**src/sv/msh320_pkg.sv**
```systemverilog
// Shared types, constants and tables of the sponge hash
`default_nettype none
package msh320_pkg;

	localparam int unsigned QUEUE_DEPTH_DEF = 2;
	localparam int unsigned NUM_LANES = 5;

	localparam logic [6:0]  FOLD1 = 7'd59;
	localparam logic [6:0]  FOLD2 = 7'd83;
	localparam logic [63:0] TRIGGER_KEY = 64'h9E3779B97F4A7C15;
	localparam logic [63:0] SEED = 64'h0123456789ABCDEF;
	localparam logic [7:0]  PAD_BYTE = 8'h80;
	localparam logic [7:0]  EXTRA_ROUNDS_RST = 8'd8;

	localparam logic [63:0] RAW0 = SEED + 64'hDEADBEEFCAFEBABE;
	localparam logic [63:0] RAW1 = SEED ^ 64'h13198A2E03707344;
	localparam logic [63:0] RAW2 = SEED + 64'h9E3779B97F4A7C15;
	localparam logic [63:0] RAW3 = SEED ^ 64'hBF58476D1CE4E5B9;
	localparam logic [63:0] RAW4 = SEED + 64'h94D049BB133111EB;

	// zero lanes start as 3
	localparam logic [63:0] SEED_LANE [NUM_LANES] = '{
		(RAW0 == 64'd0) ? 64'd3 : RAW0,
		(RAW1 == 64'd0) ? 64'd3 : RAW1,
		(RAW2 == 64'd0) ? 64'd3 : RAW2,
		(RAW3 == 64'd0) ? 64'd3 : RAW3,
		(RAW4 == 64'd0) ? 64'd3 : RAW4
	};

	localparam logic [8:0] PRIMES [64] = '{
		9'd3,   9'd5,   9'd7,   9'd11,  9'd13,  9'd17,  9'd19,  9'd23,
		9'd29,  9'd31,  9'd37,  9'd41,  9'd43,  9'd47,  9'd53,  9'd59,
		9'd61,  9'd67,  9'd71,  9'd73,  9'd79,  9'd83,  9'd89,  9'd97,
		9'd101, 9'd103, 9'd107, 9'd109, 9'd113, 9'd127, 9'd131, 9'd137,
		9'd139, 9'd149, 9'd151, 9'd157, 9'd163, 9'd167, 9'd173, 9'd179,
		9'd181, 9'd191, 9'd193, 9'd197, 9'd199, 9'd211, 9'd223, 9'd227,
		9'd229, 9'd233, 9'd239, 9'd241, 9'd251, 9'd257, 9'd263, 9'd269,
		9'd271, 9'd277, 9'd281, 9'd283, 9'd293, 9'd307, 9'd311, 9'd313
	};

	localparam logic KIND_ABSORB = 1'b0;
	localparam logic KIND_FINISH = 1'b1;

	// word handed from the front to the back
	typedef struct packed {
		logic        fin;
		logic [63:0] word;
	} cmd_t;

	// permutation request
	typedef struct packed {
		logic        start;
		logic        seed;
		logic [63:0] xor_word;
	} perm_req_t;

	// permutation status
	typedef struct packed {
		logic idle;
		logic done;
	} perm_stat_t;

endpackage
`default_nettype wire

```
**src/sv/msh320_front.sv**
```systemverilog
// Front end: accepts items and gathers bytes into words for the queue
`default_nettype none
module msh320_front
	import msh320_pkg::*;
(
	input  wire logic       clk,
	input  wire logic       arst_n,
	input  wire logic       s_tvalid,
	output logic            s_tready,
	input  wire logic [7:0] s_tdata,   // message_byte
	input  wire logic       s_tuser,   // operation
	input  wire logic       full,
	output logic            push,
	output cmd_t            push_cmd
);

	logic [55:0] partial_q;
	logic [2:0]  held_q;
	logic        acc;
	logic [63:0] byte_word;
	logic [63:0] pad_word;

	assign s_tready = !full;
	assign acc = s_tvalid && s_tready;

	// place the byte or the pad at the next free byte
	assign byte_word = {8'd0, partial_q} | ({56'd0, s_tdata} << {held_q, 3'b000});
	assign pad_word  = {8'd0, partial_q} | ({56'd0, PAD_BYTE} << {held_q, 3'b000});

	// push full words and finish requests
	always_comb begin
		push = acc && ((s_tuser == KIND_FINISH) || (held_q == 3'd7));
		push_cmd.fin  = (s_tuser == KIND_FINISH);
		push_cmd.word = (s_tuser == KIND_FINISH) ? pad_word : byte_word;
	end

	// advance the partial word
	always_ff @(posedge clk or negedge arst_n) begin
		if (!arst_n) begin
			partial_q <= '0;
			held_q <= '0;
		end else if (acc) begin
			if (push) begin
				partial_q <= '0;
				held_q <= '0;
			end else begin
				partial_q <= byte_word[55:0];
				held_q <= held_q + 3'd1;
			end
		end
	end

endmodule
`default_nettype wire

```
**config.mk**
```make
export PLATFORM = sky130hd
export DESIGN_NAME = msh320_front
export DESIGN_NICKNAME = d
export VERILOG_FILES = /design/src/sv/msh320_pkg.sv /design/src/sv/msh320_front.sv
export SDC_FILE = /design/constraint.sdc
export NUM_CORES = 1
export LEC_CHECK = 0
export ABC_AREA = 1
export BUFFER_PORTS_ARGS = -buffer_cell sky130_fd_sc_hd__buf_2
export CAP_MARGIN = 0
export CORE_UTILIZATION = 26
export DETAILED_ROUTE_END_ITERATION = 10
export SYNTH_ARGS = -nofsm -noshare
export SYNTH_HDL_FRONTEND = slang
export SYNTH_SLANG_ARGS = --single-unit
```
**constraint.sdc**
```tcl
create_clock -name clk -period 3.9 [get_ports clk]
set_input_delay 0.39 -clock clk [delete_from_list [all_inputs] [get_ports clk]]
set_output_delay 0.39 -clock clk [all_outputs]
set_load 0.1 [all_outputs]
```
==> results.yml <==
status:
  outcome: "finished clean"
critical_path:
  required_ps: 3510
  crit_path_top_delay_cell: "inv_2"
  crit_fanout: 36
  arrival_ps: 2260
  max_stage_delay_ps: 550
  startpoint_type: "flop"
  worstSetupPathType: "flop to output port"
  cp-end-kind: "output port"
  path_cells: "inv_2, ha_1, a21oi_1, nand2_1, buf_2"
floorplanning:
  io_pins: 80
  rows: 43
  die_y_um: 122
  core_um2: 13900
  dieArea_um2: 14900
  start_util: 0.268
  die_x_um: 122
synth:
  synth_cell_type_count: 26
  synth_area_per_cell_um2: 7.63
  synth_xor_area_frac: 0
  synth_mux_area_frac: 0
  synth_top_family_by_area: "simple AND/OR/NAND/NOR gates"
  ys_ff_latch: 59
  synth_adder_area_share: 0.0201
  yosys.area.top_type: "dfrtp_1"
  syn_inst: 490
  syn_area_um2: 3740
  yosysWarnings: 0
  synth.area.top_cells: "dfrtp_1 (39%), nand2_1 (14%), nand3_1 (7.6%)"
  ys_seq_area_frac: 0.395
  netlist.area_leader.share: 0.395
  synthSimpleGateAreaFrac: 0.325
  syn_nets: 509
  synth_compound_area_frac: 0.119
global_route:
  use_met1: 0.202
  grt_util_all_layers: 0.150
  gr-max-usage-layer: "met2"
  antenna_found_initial: 0
  grt_pass1_vias: 3193
  grt_pass1_wl_um: 16700
  overflow: 0
  use_met3: 0.0356
  use_met2: 0.232
  grt_max_degree: 58
sta:
  slew_headroom: 0.319
  fmax_ghz: 0.378
  setup_violations: 0
  post-route-period-util: 0.679
  rsz0062_at_grt: "false"
  hold_viol_final: 0
  fin_crit_ps: 2650
  setup_tns_ps: 0
  skew_ps: 7.92
  maxSlewViolCount: 0
  tightest_slew_ps: 1020
clock_tree:
  cts_root_buf: "clkbuf_16"
  cts_sinks: 59
  ctsHoldBuffers: 0
  cts_buffers: 9
  cts_tree: "done"
  postCtsSetupBuffers: 0
  clk_pin_slew_ps: 50
  cts_resized: 0
  cts_buffer_depth: 2
  htreeDepth: 3
  clk-insertion-delay-late_ps: 330
job:
  maxCapViolations: 0
placement:
  place_area_um2: 4130
  gp_congestion: 0.792
  port_buffers: 79
  hpwl_um: 7480
power_and_ir_drop:
  powerDensity_nw_per_um2: 743
  power.leakage_uw: 0.00228
  power_uw: 3310
  peakVddDrop_v: 0.000410
routing:
  post_drt_wl_per_cell_um: 14.2
  route.vias.total: 3289
  remaining_drc_errors: 0
  dr.pass1.iters: 4
  finalWirelength_um: 10500
  antenna_left: 0
  viasPerCell: 4.46
  drtIter0Drc: 215
cells_and_area:
  syn_to_final_growth_pct: 19.3
  layout_commonest_cell: "nand2_1"
  finalNetCount: 572
  fin_area_um2: 4460
  mostFrequentLayoutCells: "nand2_1 (137), buf_2 (79), inv_1 (60)"
  diodes: 0
  fin_util: 0.320
  drive_gt1_frac: 0.308
hold_path:
  hold_class: "input port to async pin"
-- through the flow --
step	hold WS, ps	worst slack [ps]	instances
3_5_place_dp	502	1520	722
5_1_grt	332	1120	738
4_1_cts	290	1240	738
6_report	239	1250	738
2_1_floorplan	94.4	1200	490
3_3_place_gp	478	1530	722
-- worst max-delay path: cells and delay by family (launching register included) --
family | cells | cell delay (ps)
adder cells (fa/ha/maj) | 1 | 260
AO/OA/AOI/OAI | 1 | 80
flip-flops | 1 | 480
buffers and inverters | 2 | 990
AND/OR/NAND/NOR | 1 | 110
-- state kept, by name, indices dropped and copies added (netlist names) --
signal	flops
held_q	3
partial_q	56
-- power breakdown --
group / internal (uW) / switching, uW
Combinational: 266 / 1420
Sequential: 718 / 33.6
Clock: 590 / 284
-- synthesized netlist by cell type (all sizes together) --
library cell and n:
o22ai 2, nor2 56, nand2 139, o211ai 2, clkinv 1, dfrtp 59, nand3 67, buf 31
o21ai 3, clkbuf 3, ha 6, inv 64, a21oi 57
-- cell families after synthesis --
| kind of cell | after synthesis |
|---|---|
| AND/OR/NAND/NOR | 262 |
| buffers and inverters | 99 |
| AO/OA/AOI/OAI | 64 |
| flip-flops | 59 |
| adder cells (fa/ha/maj) | 6 |
-- area by class of cell --
type,count,area (um^2)
multi-input cells,332,1730
inverters,65,249
fillers,1501,9470
flip-flops and latches,59,1480
well taps,180,225
clock buffers,11,253
clock inverters,5,75.1
repair buffers,86,448
-- path summary, 6_finish.rpt --
kind	start	slack, ps	depth (start not counted)	end
setup / recovery	held_q[2]$_DFFE_PN0P_	1250	5	push_cmd[31]
hold / removal	arst_n	240	1	partial_q[21]$_DFFE_PN0P_
setup reg to reg	held_q[2]$_DFFE_PN0P_	1900	5	partial_q[51]$_DFFE_PN0P_
hold reg to reg	partial_q[31]$_DFFE_PN0P_	520	2	partial_q[31]$_DFFE_PN0P_
max in group asynchronous	arst_n	2830	2	partial_q[4]$_DFFE_PN0P_
min in group clk	s_tvalid	420	4	held_q[0]$_DFFE_PN0P_
-- routing by layer --
| layer | share of wire | up-vias |
|---|---|---|
| met5 | 0 | - |
| met4 | 0.020 | 0 |
| met3 | 0.059 | 16 |
| met2 | 0.47 | 97 |
| met1 | 0.45 | 1527 |
| li1 | - | 1649 |
(Power assumes the default switching activity.)
