## config.mk

```make
export PLATFORM = sky130hd
export DESIGN_NAME = msh320_back
export DESIGN_NICKNAME = d
export VERILOG_FILES = /design/src/sv/msh320_pkg.sv /design/src/sv/msh320_back.sv
export SDC_FILE = /design/constraint.sdc
export NUM_CORES = 1
export LEC_CHECK = 0
export ABC_CLOCK_PERIOD_IN_PS = 13700
export BUFFER_PORTS_ARGS = -buffer_cell sky130_fd_sc_hd__buf_2
export CAP_MARGIN = 10
export CELL_PAD_IN_SITES_DETAIL_PLACEMENT = 1
export CELL_PAD_IN_SITES_GLOBAL_PLACEMENT = 2
export CORE_MARGIN = 2
export CORE_UTILIZATION = 23
export DETAILED_ROUTE_END_ITERATION = 7
export PLACE_DENSITY_LB_ADDON = 0.3
export RECOVER_POWER = 25
export SYNTH_ARGS = -nofsm -noshare
export SYNTH_HDL_FRONTEND = slang
export SYNTH_SLANG_ARGS = --single-unit
```

## constraint.sdc

```tcl
create_clock -name clk -period 13.7 [get_ports clk]
set_clock_uncertainty 0.1 [all_clocks]
set_input_delay 1.37 -clock clk [delete_from_list [all_inputs] [get_ports clk]]
set_output_delay 1.37 -clock clk [all_outputs]
set_load 0.1 [all_outputs]
```

## src/sv/msh320_pkg.sv

```systemverilog
// Shared types, constants and tables of the sponge hash
`default_nettype none
package msh320_pkg;

	localparam int unsigned QUEUE_DEPTH_DEF = 2;
	localparam int unsigned NUM_LANES = 5;

	localparam logic [6:0]  FOLD1 = 7'd59;
	localparam logic [6:0]  FOLD2 = 7'd83;
	localparam logic [63:0] TRIGGER_KEY = 64'h9E3779B97F4A7C15;
	localparam logic [63:0] SEED = 64'h0123456789ABCDEF;
	localparam logic [7:0]  PAD_BYTE = 8'h80;
	localparam logic [7:0]  EXTRA_ROUNDS_RST = 8'd8;

	localparam logic [63:0] RAW0 = SEED + 64'hDEADBEEFCAFEBABE;
	localparam logic [63:0] RAW1 = SEED ^ 64'h13198A2E03707344;
	localparam logic [63:0] RAW2 = SEED + 64'h9E3779B97F4A7C15;
	localparam logic [63:0] RAW3 = SEED ^ 64'hBF58476D1CE4E5B9;
	localparam logic [63:0] RAW4 = SEED + 64'h94D049BB133111EB;

	// zero lanes start as 3
	localparam logic [63:0] SEED_LANE [NUM_LANES] = '{
		(RAW0 == 64'd0) ? 64'd3 : RAW0,
		(RAW1 == 64'd0) ? 64'd3 : RAW1,
		(RAW2 == 64'd0) ? 64'd3 : RAW2,
		(RAW3 == 64'd0) ? 64'd3 : RAW3,
		(RAW4 == 64'd0) ? 64'd3 : RAW4
	};

	localparam logic [8:0] PRIMES [64] = '{
		9'd3,   9'd5,   9'd7,   9'd11,  9'd13,  9'd17,  9'd19,  9'd23,
		9'd29,  9'd31,  9'd37,  9'd41,  9'd43,  9'd47,  9'd53,  9'd59,
		9'd61,  9'd67,  9'd71,  9'd73,  9'd79,  9'd83,  9'd89,  9'd97,
		9'd101, 9'd103, 9'd107, 9'd109, 9'd113, 9'd127, 9'd131, 9'd137,
		9'd139, 9'd149, 9'd151, 9'd157, 9'd163, 9'd167, 9'd173, 9'd179,
		9'd181, 9'd191, 9'd193, 9'd197, 9'd199, 9'd211, 9'd223, 9'd227,
		9'd229, 9'd233, 9'd239, 9'd241, 9'd251, 9'd257, 9'd263, 9'd269,
		9'd271, 9'd277, 9'd281, 9'd283, 9'd293, 9'd307, 9'd311, 9'd313
	};

	localparam logic KIND_ABSORB = 1'b0;
	localparam logic KIND_FINISH = 1'b1;

	// word handed from the front to the back
	typedef struct packed {
		logic        fin;
		logic [63:0] word;
	} cmd_t;

	// permutation request
	typedef struct packed {
		logic        start;
		logic        seed;
		logic [63:0] xor_word;
	} perm_req_t;

	// permutation status
	typedef struct packed {
		logic idle;
		logic done;
	} perm_stat_t;

endpackage
`default_nettype wire

```

## src/sv/msh320_back.sv

```systemverilog
// Back end: runs absorb, finish and digest output over the permutation engine
`default_nettype none
module msh320_back
	import msh320_pkg::*;
(
	input  wire logic        clk,
	input  wire logic        arst_n,
	input  wire logic [7:0]  extra_rounds,
	input  wire logic        cmd_valid,
	input  wire cmd_t        cmd,
	output logic             cmd_pop,
	output perm_req_t        req,
	input  wire perm_stat_t  stat,
	input  wire logic [63:0] lane0,
	output logic             out_valid,
	input  wire logic        out_ready,
	output logic [63:0]      out_word,
	output logic [1:0]       out_index
);

	localparam logic [2:0] B_BOOT   = 3'd0;
	localparam logic [2:0] B_BOOT_W = 3'd1;
	localparam logic [2:0] B_IDLE   = 3'd2;
	localparam logic [2:0] B_ABS_W  = 3'd3;
	localparam logic [2:0] B_FIN_W  = 3'd4;
	localparam logic [2:0] B_WORD_W = 3'd5;
	localparam logic [2:0] B_OUT    = 3'd6;

	logic [2:0]  state_q;
	logic [7:0]  rounds_q;
	logic        valid_q;
	logic [63:0] word_q;
	logic [1:0]  idx_q;
	logic        out_acc;

	assign out_valid = valid_q;
	assign out_word = word_q;
	assign out_index = idx_q;
	assign out_acc = valid_q && out_ready;

	// issue permutation requests and pop the queue
	always_comb begin
		req = '0;
		cmd_pop = 1'b0;
		unique case (state_q)
			B_BOOT: begin
				req.start = 1'b1;
				req.seed = 1'b1;
			end
			B_IDLE: begin
				if (cmd_valid) begin
					cmd_pop = 1'b1;
					req.start = 1'b1;
					req.xor_word = cmd.word;
				end
			end
			B_FIN_W: begin
				req.start = stat.done && (rounds_q != 8'd0);
			end
			B_OUT: begin
				req.start = out_acc;
				req.seed = (idx_q == 2'd3);
			end
			default: req = '0;
		endcase
	end

	// advance the sequence
	always_ff @(posedge clk or negedge arst_n) begin
		if (!arst_n) begin
			state_q <= B_BOOT;
			valid_q <= 1'b0;
			rounds_q <= '0;
			idx_q <= '0;
		end else begin
			unique case (state_q)
				B_BOOT: state_q <= B_BOOT_W;
				B_BOOT_W, B_ABS_W: begin
					if (stat.done) begin
						state_q <= B_IDLE;
					end
				end
				B_IDLE: begin
					if (cmd_valid) begin
						rounds_q <= extra_rounds;
						state_q <= (cmd.fin == KIND_FINISH) ? B_FIN_W : B_ABS_W;
					end
				end
				B_FIN_W: begin
					if (stat.done) begin
						if (rounds_q != 8'd0) begin
							rounds_q <= rounds_q - 8'd1;
						end else begin
							idx_q <= '0;
							valid_q <= 1'b1;
							state_q <= B_OUT;
						end
					end
				end
				B_WORD_W: begin
					if (stat.done) begin
						valid_q <= 1'b1;
						state_q <= B_OUT;
					end
				end
				B_OUT: begin
					if (out_acc) begin
						valid_q <= 1'b0;
						if (idx_q == 2'd3) begin
							state_q <= B_BOOT_W;
						end else begin
							idx_q <= idx_q + 2'd1;
							state_q <= B_WORD_W;
						end
					end
				end
				default: state_q <= B_BOOT;
			endcase
		end
	end

	// capture lane 0 for the output register
	always_ff @(posedge clk) begin
		if (stat.done && ((state_q == B_WORD_W) ||
				((state_q == B_FIN_W) && (rounds_q == 8'd0)))) begin
			word_q <= lane0;
		end
	end

endmodule
`default_nettype wire

```

==> flow_summary.yaml <==
die:
  rows: 44
  die_h_um: 124.8
  placeable_core_area_um2: 14370
  io_pins: 277
  floorplan.initialDensity_pct: 23.36
  die-area_um2: 15580
  horizontal_die_dimension_um: 124.8
logic_synthesis:
  synth.lib_cells_used.distinct: 46
  synthesis.area_per_instance_um2: 13.37
  synth_nets: 396
  post_synth_inst_count: 251
  number_of_enable_flip_flop_cells_after_synthesis: 64
  sequential_share_of_the_synthesized_area_pct: 67.69
  synth.cell_area_um2: 3357
  ys_dominant_reg_cell: "edfxtp_1"
  yosysTopAreaCell: "edfxtp_1"
  async_reset_ff_share_pct: 17.95
  yosysWarnings: 0
  leading_cell_types_by_total_area_after_synthesis: "edfxtp_1 57%, and2_1 12%, dfrtp_1 10%"
  synth_top_area_share_pct: 57.25
  synth.ff_latch_count: 78
critical_path:
  worst_ep_arrival_time_ns: 2.94
  cp.required_ns: 12.23
  worst-r2r-setup-slack_ns: 10.97
  max_fo_critical_path: 74
  r2r_end: "out_word[5]"
  timing.critical_path.from_type: "input pin"
  timing_worst_setup_path_type: "input pin to output port"
  worst_path_max_delay_cell: "buf_4"
  crit_path_max_cell_delay_ns: 0.49
  length_in_cells_of_the_worst_reg_to_reg_path: 6
  critical_path_capture_point_type: "output port"
  worstPathCellList: "buf_2 > inv_1 > nor4b_2 > buf_4 > and2_1 > buf_2"
  startpoint_of_the_lowest_slack_register_to_register_path: "rounds_q[0]"
  critical_path.most_common_cell: "buf_2"
sta:
  clock.fmax_mhz: 227.0
  rsz0062_at_grt: "no"
  slew-limit-headroom_pct: 42.50
  final-max-slew-violation-count: 0
  hold_viol: 0
  worstMarginPinSlew_ns: 0.8625
  min_period_ns: 4.405
  timing.setup.tns_ns: 0
  setup_violations: 0
  hold_ws_ns: 0.4433
  layout_setup_ws_ns: 9.295
  period_share_pct: 32.15
global_routing:
  initial_antenna_violation_count: 1
  grt_usage_pct: 12.64
  grt_max_degree: 75
  grt_overflow: 0
  grt_first_pass_wirelength_um: 15850
  via_count_of_the_first_global_routing_pass: 3124
route:
  drt_iter0_markers: 134
  post_drt_via_cell_ratio: 4.278
  detail_route.first_pass.iterations: 4
  final_antenna_net_count: 0
  routedWlPerCell_um: 14.46
  detail_route.wirelength_um: 10340
  route.detailed.drc: 0
  route.vias.total: 3059
clock_tree:
  clkTransAtPathRegs_ns: 0.06
  post_cts_buffers: 0
  cts_hold_buf: 0
  htree_levels: 3
  cts_root_buffer: "clkbuf_16"
  tritoncts: "built"
  numClockSinks: 78
  cts_made_buffers: 9
  cts.path.max_buffers: 2
  worstSkewPairLatency_ns: 0.33
  cts.repair.resized: 0
hold_path:
  end_of_the_worst_hold_path: "rounds_q[1]"
  min_path_type: "flip-flop to flip-flop"
  min_path_cells: 1
  worst_hold_startpoint: "rounds_q[1]"
finish:
  leading_cell_types_in_the_layout_fill_and_taps_excluded: "274 x buf_2, 65 x and2_1, 64 x edfxtp_1"
  layout_commonest_cell: "buf_2"
  finalNetCount: 671
  area.growth.synth_to_final_pct: 55.53
  layout.cell_area.non_filler_um2: 5221
  drive_gt1_share_pct: 57.06
  n_antenna_cell: 0
pwr:
  p_leak_uw: 0.002518
  power_density_nw_per_um2: 195.7
  vdd_ir_drop_max_mv: 0.06059
placement:
  dp_worst_setup_slack_ns: 9.265
  dp_hpwl_um: 8008
  gpl.final_weighted_congestion: 0.7474
  portBuffers: 275
  detailed_place.area_um2: 4942
status:
  run_status: "finished clean"
flow_run:
  max_cap_violations: 0
[area by class of cell]
class | instances | area (um2)
clock buffers | 9 | 225.2
clock inverters | 7 | 55.05
fillers | 1662 | 9148
inverters | 10 | 37.54
multi-input cells | 149 | 1003
flip-flops and latches | 78 | 2272
well taps | 184 | 230.2
repair buffers | 278 | 1398
[how the worst max path moves through the flow]
stage,startpoint,endpoint,cells past startpoint
floorplan,cmd_valid,req[54],5
global placement,cmd_valid,req[63],6
detailed placement,cmd_valid,req[63],6
CTS,cmd_valid,req[63],6
global route,cmd_valid,req[15],6
finish,cmd_valid,req[20],6
[synth_stat cells (2+ instances only)]
library cell and number:
ha_1 2, and2_1 65, nor2_1 10, o22ai_1 4, nand2b_1 2, nor3_1 2
a31oi_1 2, a22oi_1 4, edfxtp_1 64, nand2_1 4, clkbuf_1 12, dfrtp_1 14
o21ai_0 8, inv_1 10, mux2_2 2, nand3b_1 2, o22a_1 5, o41ai_1 2
a21oi_1 5, o31ai_1 2, nor4_1 2, nand3_1 4
[routing by layer]
| metal | up-vias | wire length [um] | track usage, % |
|---|---|---|---|
| met5 | - | 14 | 0 |
| met4 | 2 | 116 | 3.922 |
| met3 | 9 | 1004 | 4.424 |
| met2 | 185 | 4712 | 20.77 |
| met1 | 1410 | 4488 | 15.65 |
| li1 | 1453 | - | - |
[through the flow]
step	utilization, %	power, uW	cells
after floorplan	-	717.2	251
after global placement	34.40	796.9	699
after detailed placement	34.40	806.5	699
after CTS	36.35	1034	715
after global routing	36.34	1070	715
final	36.34	1022	715
[power breakdown]
part	total [uW]	switching (uW)	internal [uW]
clock network	225	100	125
registers	346	37.6	309
logic	451	358	92.4
[cells by family after synthesis]
logic type      synth area share [%]
compound gates                 8.759
fa+ha+maj                     0.7453
buf+inv                        2.833
flops                          67.69
mux                            1.006
simple gates                   18.97
[registers in the layout, summed over array words and instances, names as in the netlist]
register / cells
out_index: 2
out_valid: 1
out_word: 64
rounds_q: 8
state_q: 3
[critical path, delay by kind of cell]
kind	cells	cell delay [ns]
buf+inv	4	1.07
simple gates	2	0.47
(Power assumes the default switching activity.)
