**config.mk**
```make
export PLATFORM = sky130hd
export DESIGN_NAME = msh320_queue
export DESIGN_NICKNAME = d
export VERILOG_FILES = /design/src/sv/msh320_pkg.sv /design/src/sv/msh320_queue.sv
export SDC_FILE = /design/constraint.sdc
export NUM_CORES = 1
export LEC_CHECK = 0
export ABC_AREA = 0
export BUFFER_PORTS_ARGS = -buffer_cell sky130_fd_sc_hd__buf_2
export CORE_ASPECT_RATIO = 1.25
export CORE_MARGIN = 2
export CORE_UTILIZATION = 40
export DETAILED_ROUTE_END_ITERATION = 8
export PLACE_DENSITY = 0.63
export RECOVER_POWER = 100
export SKIP_LAST_GASP = 1
export SYNTH_ARGS = -nofsm -noshare
export SYNTH_HDL_FRONTEND = slang
export SYNTH_SLANG_ARGS = --single-unit
```
**constraint.sdc**
```tcl
create_clock -name clk -period 9.3 [get_ports clk]
set_input_delay 2.325 -clock clk [delete_from_list [all_inputs] [get_ports clk]]
set_output_delay 2.325 -clock clk [all_outputs]
set_load 0.05 [all_outputs]
```
**src/sv/msh320_pkg.sv**
```systemverilog
// Shared types, constants and tables of the sponge hash
`default_nettype none
package msh320_pkg;

	localparam int unsigned QUEUE_DEPTH_DEF = 2;
	localparam int unsigned NUM_LANES = 5;

	localparam logic [6:0]  FOLD1 = 7'd59;
	localparam logic [6:0]  FOLD2 = 7'd83;
	localparam logic [63:0] TRIGGER_KEY = 64'h9E3779B97F4A7C15;
	localparam logic [63:0] SEED = 64'h0123456789ABCDEF;
	localparam logic [7:0]  PAD_BYTE = 8'h80;
	localparam logic [7:0]  EXTRA_ROUNDS_RST = 8'd8;

	localparam logic [63:0] RAW0 = SEED + 64'hDEADBEEFCAFEBABE;
	localparam logic [63:0] RAW1 = SEED ^ 64'h13198A2E03707344;
	localparam logic [63:0] RAW2 = SEED + 64'h9E3779B97F4A7C15;
	localparam logic [63:0] RAW3 = SEED ^ 64'hBF58476D1CE4E5B9;
	localparam logic [63:0] RAW4 = SEED + 64'h94D049BB133111EB;

	// zero lanes start as 3
	localparam logic [63:0] SEED_LANE [NUM_LANES] = '{
		(RAW0 == 64'd0) ? 64'd3 : RAW0,
		(RAW1 == 64'd0) ? 64'd3 : RAW1,
		(RAW2 == 64'd0) ? 64'd3 : RAW2,
		(RAW3 == 64'd0) ? 64'd3 : RAW3,
		(RAW4 == 64'd0) ? 64'd3 : RAW4
	};

	localparam logic [8:0] PRIMES [64] = '{
		9'd3,   9'd5,   9'd7,   9'd11,  9'd13,  9'd17,  9'd19,  9'd23,
		9'd29,  9'd31,  9'd37,  9'd41,  9'd43,  9'd47,  9'd53,  9'd59,
		9'd61,  9'd67,  9'd71,  9'd73,  9'd79,  9'd83,  9'd89,  9'd97,
		9'd101, 9'd103, 9'd107, 9'd109, 9'd113, 9'd127, 9'd131, 9'd137,
		9'd139, 9'd149, 9'd151, 9'd157, 9'd163, 9'd167, 9'd173, 9'd179,
		9'd181, 9'd191, 9'd193, 9'd197, 9'd199, 9'd211, 9'd223, 9'd227,
		9'd229, 9'd233, 9'd239, 9'd241, 9'd251, 9'd257, 9'd263, 9'd269,
		9'd271, 9'd277, 9'd281, 9'd283, 9'd293, 9'd307, 9'd311, 9'd313
	};

	localparam logic KIND_ABSORB = 1'b0;
	localparam logic KIND_FINISH = 1'b1;

	// word handed from the front to the back
	typedef struct packed {
		logic        fin;
		logic [63:0] word;
	} cmd_t;

	// permutation request
	typedef struct packed {
		logic        start;
		logic        seed;
		logic [63:0] xor_word;
	} perm_req_t;

	// permutation status
	typedef struct packed {
		logic idle;
		logic done;
	} perm_stat_t;

endpackage
`default_nettype wire

```
**src/sv/msh320_queue.sv**
```systemverilog
// Short queue of words between front and back
`default_nettype none
module msh320_queue
	import msh320_pkg::*;
#(
	parameter int unsigned DEPTH = QUEUE_DEPTH_DEF
) (
	input  wire logic clk,
	input  wire logic arst_n,
	input  wire logic push,
	input  wire cmd_t push_cmd,
	input  wire logic pop,
	output logic      full,
	output logic      not_empty,
	output cmd_t      head
);

	localparam int unsigned PTR_W = $clog2(DEPTH);
	localparam int unsigned CNT_W = $clog2(DEPTH + 1);

	cmd_t             mem_q [DEPTH];
	logic [PTR_W-1:0] wr_q;
	logic [PTR_W-1:0] rd_q;
	logic [CNT_W-1:0] cnt_q;

	assign full = (cnt_q == CNT_W'(DEPTH));
	assign not_empty = (cnt_q != '0);
	assign head = mem_q[rd_q];

	// store pushed words
	always_ff @(posedge clk) begin
		if (push) begin
			mem_q[wr_q] <= push_cmd;
		end
	end

	// advance pointers and fill count
	always_ff @(posedge clk or negedge arst_n) begin
		if (!arst_n) begin
			wr_q <= '0;
			rd_q <= '0;
			cnt_q <= '0;
		end else begin
			if (push) begin
				wr_q <= (wr_q == PTR_W'(DEPTH - 1)) ? '0 : wr_q + PTR_W'(1);
			end
			if (pop) begin
				rd_q <= (rd_q == PTR_W'(DEPTH - 1)) ? '0 : rd_q + PTR_W'(1);
			end
			if (push && !pop) begin
				cnt_q <= cnt_q + CNT_W'(1);
			end else if (pop && !push) begin
				cnt_q <= cnt_q - CNT_W'(1);
			end
		end
	end

endmodule
`default_nettype wire

```
==> results.md, run 1 <==
- Result of the run: finished with violations
- Violated checks: max-capacitance violations, max-slew violations
- Net count of the mapped netlist: approximately 290
- First-pass DRT Iterations: 4
- Longest Clk Path Bufs: 2
- Worst vdd rail ir drop: 0.1775 mV
- CTS tree: built
- Detailed-route wire length per cell: 15.64 um
- Floorplan core area: 12,220 um^2
- Headroom to the max-slew limit: -1.938
- FF+latch count, synth: between 100 and 150
- Combined area of the multi-input logic cells: 820.8 um^2
- Largest area contributor in the netlist: sky130_fd_sc_hd__edfxtp_1
- Async SR Flop Fraction: 0.02985
- Peak clock frequency supported by timing: 0.1633 GHz
- Layout cell share with drive strength beyond 1: 0.3351
- Sequential Area: roughly 4000 um^2
- Syn Inst Count: ~220
- Summed instance area of the synthesized netlist: roughly 5000 um^2
- DRC marker count from the first detailed-route iteration: between 70 and 80
- Growth of design area from synthesis to finish: 24.84%
- DP HPWL: between 5000 and 6000 um
- Leakage power figure: 2.250 nW
- Worst clock skew: 0.004731 ns
- Overall via count from detail_route: about 2,500
- Final ANT Viol Nets: 0
- I/O Pins: between 100 and 150
- Worst endpoint required time: 9.27 ns
- Via count of the first global-routing pass: about 2,700
- Setup repair after global routing missed its margin: false
- Synth cell types: 14
- Number of enable flip-flop cells after synthesis: 130
- Dominant cells by area after synthesis: sky130_fd_sc_hd__edfxtp_1 77%, sky130_fd_sc_hd__mux2_4 12%, sky130_fd_sc_hd__mux2_2 5.6%, sky130_fd_sc_hd__dfrtp_1 2.0%, sky130_fd_sc_hd__buf_6 1.1%
- Vias per Instance: 4.604
- Row Count: 45
- Primary flip-flop cell chosen by synthesis mapping: sky130_fd_sc_hd__edfxtp_1
- Final worst-path setup slack: about 3.2 ns
- Sort of element at the start of the critical path: primary input
- TritonCTS buffer count: 17
- Root buffer cell: sky130_fd_sc_hd__clkbuf_16
- Resize count post-CTS: 0
- Number of fill cells: about 1,100
- Global placement routability congestion: 0.6872
- Arrival time reported for the critical path endpoint: ~6.1 ns
- Number of violations of the max-capacitance limit: 4
- Post-synth top area share: 0.7744
- Largest fanout on the critical path: 40
- Starting utilization of the core area: 0.4126
- Most instantiated library cell after synthesis: sky130_fd_sc_hd__edfxtp_1
- Post-CTS setup repair buffer count: 0
- Leftover overflow at the end of global routing: 0
- Initial antenna violation count: 0
- Synthesized area per cell: about 23 um^2
- Setup_tns: 0 ns
- Vert. Die Dim: 129.5 um
- Largest net degree at the start of global routing: 67
- Fraction of the cycle the final worst path needs: 0.6585
- Number of remaining DRC errors: 0
- # port buffers: 135
- Clock Pin Slew Worst Setup and Hold Paths: 0.05 ns
- Minimum clock period after layout: 6.124 ns
- Actual slew at the worst max-slew pin: 4.404 ns
- Worst min-delay path class: flip-flop to flip-flop
- Antenna diode instance count: 0
- Max-slew violation count: between 200 and 250
- Count of endpoints failing hold in the final timing report: 0
- H-Tree Depth: 4
- Endpoints failing setup: 0
- First-pass GRT wire length: between 10,000 and 15,000 um
- DRT Wirelength: about 8500 um
- Power density normalized to cell area: 386.8 nW/um^2
- Count of hold-fix buffers inserted at cts: 0
- Crit. End Element: flip-flop
- Latest clock arrival within the worst-skew pair: roughly 0.4 ns
- Floorplan die area: roughly 14,000 um^2
- Synth warn: 0
- List of most frequent post-synthesis cells: 130 x sky130_fd_sc_hd__edfxtp_1, 40 x sky130_fd_sc_hd__mux2_4, 25 x sky130_fd_sc_hd__mux2_2, 5 x sky130_fd_sc_hd__buf_6
- Count of nets after finishing: between 400 and 500
- Type of the worst setup path: primary input to flip-flop
- Global-route usage over all layers: 0.1293
- Sink Count: ~130
- Chip Width: 104.4 um
- Post-Place Setup Slack: 5.105 ns
- Sequential fraction of the synthesis area: 0.7942
## placed cells by master, fill, tap and decap left out, types with 2 or more instances in the layout
cell and n:
sky130_fd_sc_hd__buf_2 72, sky130_fd_sc_hd__bufinv_16 6, sky130_fd_sc_hd__clkbuf_1 65, sky130_fd_sc_hd__clkbuf_16 17, sky130_fd_sc_hd__clkinv_1 3, sky130_fd_sc_hd__clkinv_4 2
sky130_fd_sc_hd__dfrtp_1 4, sky130_fd_sc_hd__edfxtp_1 130, sky130_fd_sc_hd__mux2_1 39, sky130_fd_sc_hd__mux2_2 25, sky130_fd_sc_hd__nor2b_1 2, sky130_fd_sc_hd__xor2_1 4
## through the flow
step	utilization	hold slack (ns)	cell area (um^2)	total power [mW]	std cells
CTS	0.5350	0.4873	6536	2.548	543
floorplan	-	0.4474	5041	1.641	218
finish	0.5151	0.4890	6294	2.434	543
global placement	0.4810	0.4618	5877	1.798	511
detailed placement	0.4810	0.4704	5877	1.804	511
global route	0.5151	0.5005	6294	2.535	543
## path summary, 6_finish.rpt
path / from / end / slack, ns / cells past startpoint
worst max-delay path: push / mem_q[0][8]$_DFFE_PP_ / 3.18 / 3
worst min-delay path: wr_q$_DFFE_PN0P_ / wr_q$_DFFE_PN0P_ / 0.49 / 1
worst max register to register: wr_q$_DFFE_PN0P_ / mem_q[0][8]$_DFFE_PP_ / 4.91 / 2
worst min register to register: wr_q$_DFFE_PN0P_ / wr_q$_DFFE_PN0P_ / 0.49 / 1
max in group asynchronous: arst_n / cnt_q[0]$_DFFE_PN0P_ / 7.34 / 1
min in group asynchronous: arst_n / cnt_q[1]$_DFFE_PN0P_ / 1.76 / 1
## area by class of cell
type	count	area share
inverter	1	0.0005964
clock buffer	18	0.06819
multi-input combinational	76	0.1304
timing repair buffer	136	0.09543
tap	164	0.03260
clock inverter	14	0.03658
sequential	134	0.6362
## state kept, by name (all words and copies together), names as in the netlist
register and flops:
mem_q 130, rd_q 1, wr_q 1, cnt_q 2
## routing by layer
metal	global-route usage	vias up	share of wire
met4	0.06200	0	0.014
met3	0.04879	10	0.058
met1	0.1500	1242	0.42
li1	-	1162	-
met5	0	-	0
met2	0.2134	86	0.50
## where the power goes
| part | total (mW) | switching, mW | leakage, nW | internal, mW |
|---|---|---|---|---|
| sequential | 0.898 | 0.0833 | 1.27 | 0.815 |
| combinational | 0.798 | 0.593 | 0.666 | 0.204 |
| clock | 0.738 | 0.238 | 0.317 | 0.501 |
| total | 2.43 | 0.914 | 2.25 | 1.52 |
## cells by family after synthesis
kind of cell,count (synthesis),share of synthesized area
xor gates and xnor gates,5,0.008687
adders and majority gates,1,0.002482
buffers and inverters,8,0.01390
DFF,134,0.7942
muxes,65,0.1750
and+or+nand+nor,5,0.005709
## critical path, stage by stage
cell and delay [ns]:
sky130_fd_sc_hd__clkbuf_1 0.17, sky130_fd_sc_hd__nor2b_1 1.81, sky130_fd_sc_hd__clkbuf_1 1.76
(Power assumes the default switching activity.)
==> run 2, diff against run 1 <==
==> constraint.sdc (replaced) <==
create_clock -name clk -period 6.2 [get_ports clk]
set_input_delay 1.55 -clock clk [delete_from_list [all_inputs] [get_ports clk]]
set_output_delay 1.55 -clock clk [all_outputs]
set_load 0.05 [all_outputs]
==> run 2 against run 1 <==
  * The flow still finishes with violations (max-capacitance violations, max-slew violations)
  * Hold slack lost 0.0017 ns
  * Clock skew grew 0.0015 ns
  * Critical path depth is the same
  * Flip-flop and latch count is the same
  * Utilization grew 0.092 points
  * Critical endpoint is now mem_q[0][59]$_DFFE_PP_
  * Non-clock buffer count is the same
  * Via count shrank 2.3%
  * Routed wire length shrank 2.0%
  * First-iteration DRC count grew 37%
  * Largest cell class unchanged
  * Combinational power grew 55%
  * Largest power group unchanged
==> results.md, run 2 (synthesis results as in run 1) <==
- Final ANT Viol Nets: 0 (unchanged)
- Final Instance Area: 6305 um^2 (+0.18%)
- Latest clock arrival within the worst-skew pair: 0.40 ns (about the same)
- Result of the run: finished with violations
- Largest Register: mem_q
- Overall via count from detail_route: 2,442 (-2.3%)
- Sequential Area: 4008 um^2 (about the same)
- Worst clock skew: 0.006198 ns (+0.001467 ns)
- Post-Place Setup Slack: 2.755 ns (-2.351 ns)
- Source of the worst hold timing path: wr_q$_DFFE_PN0P_
- Most common cell after layout, fill and taps aside: sky130_fd_sc_hd__edfxtp_1
- Leakage power figure: 2.264 nW (+0.60%)
- Worst-case hold path end point: wr_q$_DFFE_PN0P_
- Chip Width: 104.4 um (unchanged)
- Antenna diode instance count: 0 (unchanged)
- Count of nets after finishing: 436 (unchanged)
- Placed cell area: 5877 um^2 (unchanged)
- First-pass DRT Iterations: 4 (unchanged)
- Starting utilization of the core area: 0.4126 (unchanged)
- Worst r2r src: wr_q$_DFFE_PN0P_
- Detailed-route wire length per cell: 15.32 um (-2.0%)
- Worst hold margin: 0.4873 ns (-0.001698 ns)
- CTS tree: built
- Type of the worst setup path: primary input to flip-flop
- Combined area of the multi-input logic cells: 925.9 um^2 (+13%)
- WHS Path Cells: 1 (unchanged)
- DRC marker count from the first detailed-route iteration: 108 (+37%)
- Minimum clock period after layout: 4.387 ns
- Number of remaining DRC errors: 0 (unchanged)
- TritonCTS buffer count: 17 (unchanged)
- Max-slew violation count: 96 (-52%)
- # port buffers: 135 (unchanged)
- Global-route usage over all layers: 0.1264 (-0.002903)
- Endpoints failing setup: 0 (unchanged)
- DRT Wirelength: 8321 um (-2.0%)
- Longest Clk Path Bufs: 2 (unchanged)
- Worst-case register-to-register setup slack: 2.75 ns (-2.16 ns)
- Growth of design area from synthesis to finish: 25.07%
- Depth of the most critical reg-to-reg path: 2 (unchanged)
- Vias per Instance: 4.497 (-2.3%)
- Leading registers by flop count: mem_q: 130 flops, cnt_q: 2 flops
- Crit. End Element: flip-flop
- Worst vdd rail ir drop: 0.3587 mV (+100%)
- Global placement routability congestion: 0.6884 (+0.17%)
- Worst min-delay path class: flip-flop to flip-flop
- Most frequent cells in the layout: 130 x sky130_fd_sc_hd__edfxtp_1, 88 x sky130_fd_sc_hd__clkbuf_1, 47 x sky130_fd_sc_hd__buf_2, 29 x sky130_fd_sc_hd__mux2_4, 25 x sky130_fd_sc_hd__mux2_2
- Initial antenna violation count: 1 (+1)
- Clock Pin Slew Worst Setup and Hold Paths: 0.06 ns (about the same)
- H-Tree Depth: 4 (unchanged)
- Worst endpoint required time: 6.24 ns (-3.03 ns)
- Count of hold-fix buffers inserted at cts: 0 (unchanged)
- Setup repair after global routing missed its margin: false
- Violated checks: max-capacitance violations, max-slew violations
- Worst setup path startpoint: push
- Vert. Die Dim: 129.5 um (unchanged)
- Post-CTS setup repair buffer count: 0 (unchanged)
- Number of fill cells: 1,059 (-0.66%)
- Setup_tns: 0 ns (unchanged)
- I/O Pins: 136 (unchanged)
- Sort of element at the start of the critical path: primary input
- Arrival time reported for the critical path endpoint: 4.42 ns (-1.68 ns)
- Actual slew at the worst max-slew pin: 3.056 ns (-1.348 ns)
- Peak clock frequency supported by timing: 0.2280 GHz
- Row Count: 45 (unchanged)
- Layout cell share with drive strength beyond 1: 0.3483 (+0.01319)
- Leftover overflow at the end of global routing: 0 (unchanged)
- Final worst-path setup slack: 1.813 ns (-1.362 ns)
- Floorplan die area: 13,520 um^2 (unchanged)
- Overall power: 3.573 mW (+47%)
- DP HPWL: 5160 um (-0.67%)
- Count of endpoints failing hold in the final timing report: 0 (unchanged)
- Power density normalized to cell area: 566.8 nW/um^2 (+47%)
- Number of violations of the max-capacitance limit: 2 (-2)
- Number of flip-flops in the largest register: 130 (unchanged)
- First-pass GRT wire length: 12,790 um (-3.3%)
- Largest fanout on the critical path: 37 (-7.5%)
- Sink Count: 134 (unchanged)
- Root buffer cell: sky130_fd_sc_hd__clkbuf_16
- Critical R2R Capture: mem_q[0][59]$_DFFE_PP_
- Headroom to the max-slew limit: -1.037 (+0.9004)
- Floorplan core area: 12,220 um^2 (unchanged)
- Resize count post-CTS: 0 (unchanged)
- Via count of the first global-routing pass: 2,579 (-3.0%)
- Fraction of the cycle the final worst path needs: 0.7075
- Largest net degree at the start of global routing: 67 (unchanged)
[run 2: changes by cell type in the layout (fill, tap and decap cells not counted), moves of 2 or more]
cell                         previous run  this run
sky130_fd_sc_hd__mux2_1                39        11
sky130_fd_sc_hd__clkbuf_1              65        88
sky130_fd_sc_hd__bufinv_16              6         3
sky130_fd_sc_hd__clkinvlp_4             1         3
sky130_fd_sc_hd__buf_2                 72        47
sky130_fd_sc_hd__mux2_4                 1        29
[run 2: per-stage QoR]
step                      instances    util
after detailed placement        511  0.4810
after floorplan                 218       -
final                           543  0.5160
after CTS                       543  0.5292
after global placement          511  0.4810
after global routing            543  0.5160
[run 2: worst max-delay path: stages]
cell and delay (ns):
sky130_fd_sc_hd__clkbuf_1 0.16, sky130_fd_sc_hd__nor2b_1 1.97, sky130_fd_sc_hd__buf_4 0.70
[run 2: how the worst max path moves through the flow]
stage                                        end  slack [ns]  cells after the start
after global placement    mem_q[0][49]$_DFFE_PP_        2.75                      3
after global routing      mem_q[0][59]$_DFFE_PP_        1.47                      3
after detailed placement  mem_q[0][49]$_DFFE_PP_        2.75                      3
final                     mem_q[0][59]$_DFFE_PP_        1.81                      3
after CTS                               head[57]        2.36                      2
after floorplan            mem_q[0][0]$_DFFE_PP_        1.30                      1
[run 2: cell type report]
| type | instances | area share |
|---|---|---|
| flip-flops and latches | 134 | 0.6356 |
| inverters | 1 | 0.0005954 |
| clock inverters | 14 | 0.02540 |
| well taps | 164 | 0.03255 |
| clock buffers | 18 | 0.06807 |
| multi-input cells | 76 | 0.1469 |
| repair buffers | 136 | 0.09089 |
[run 2: routing by layer]
layer	track usage	vias to the layer above	routed length [um]
li1	-	1159	-
met1	0.1442	1182	3425
met2	0.2080	87	4224
met3	0.04980	12	544
met4	0.06439	2	113
met5	0	-	13
[run 2: where the power goes]
group / internal [mW] / switching [mW]
logic: 0.346 / 0.890
registers: 1.22 / 0.142
clock network: 0.627 / 0.353
total: 2.19 / 1.38
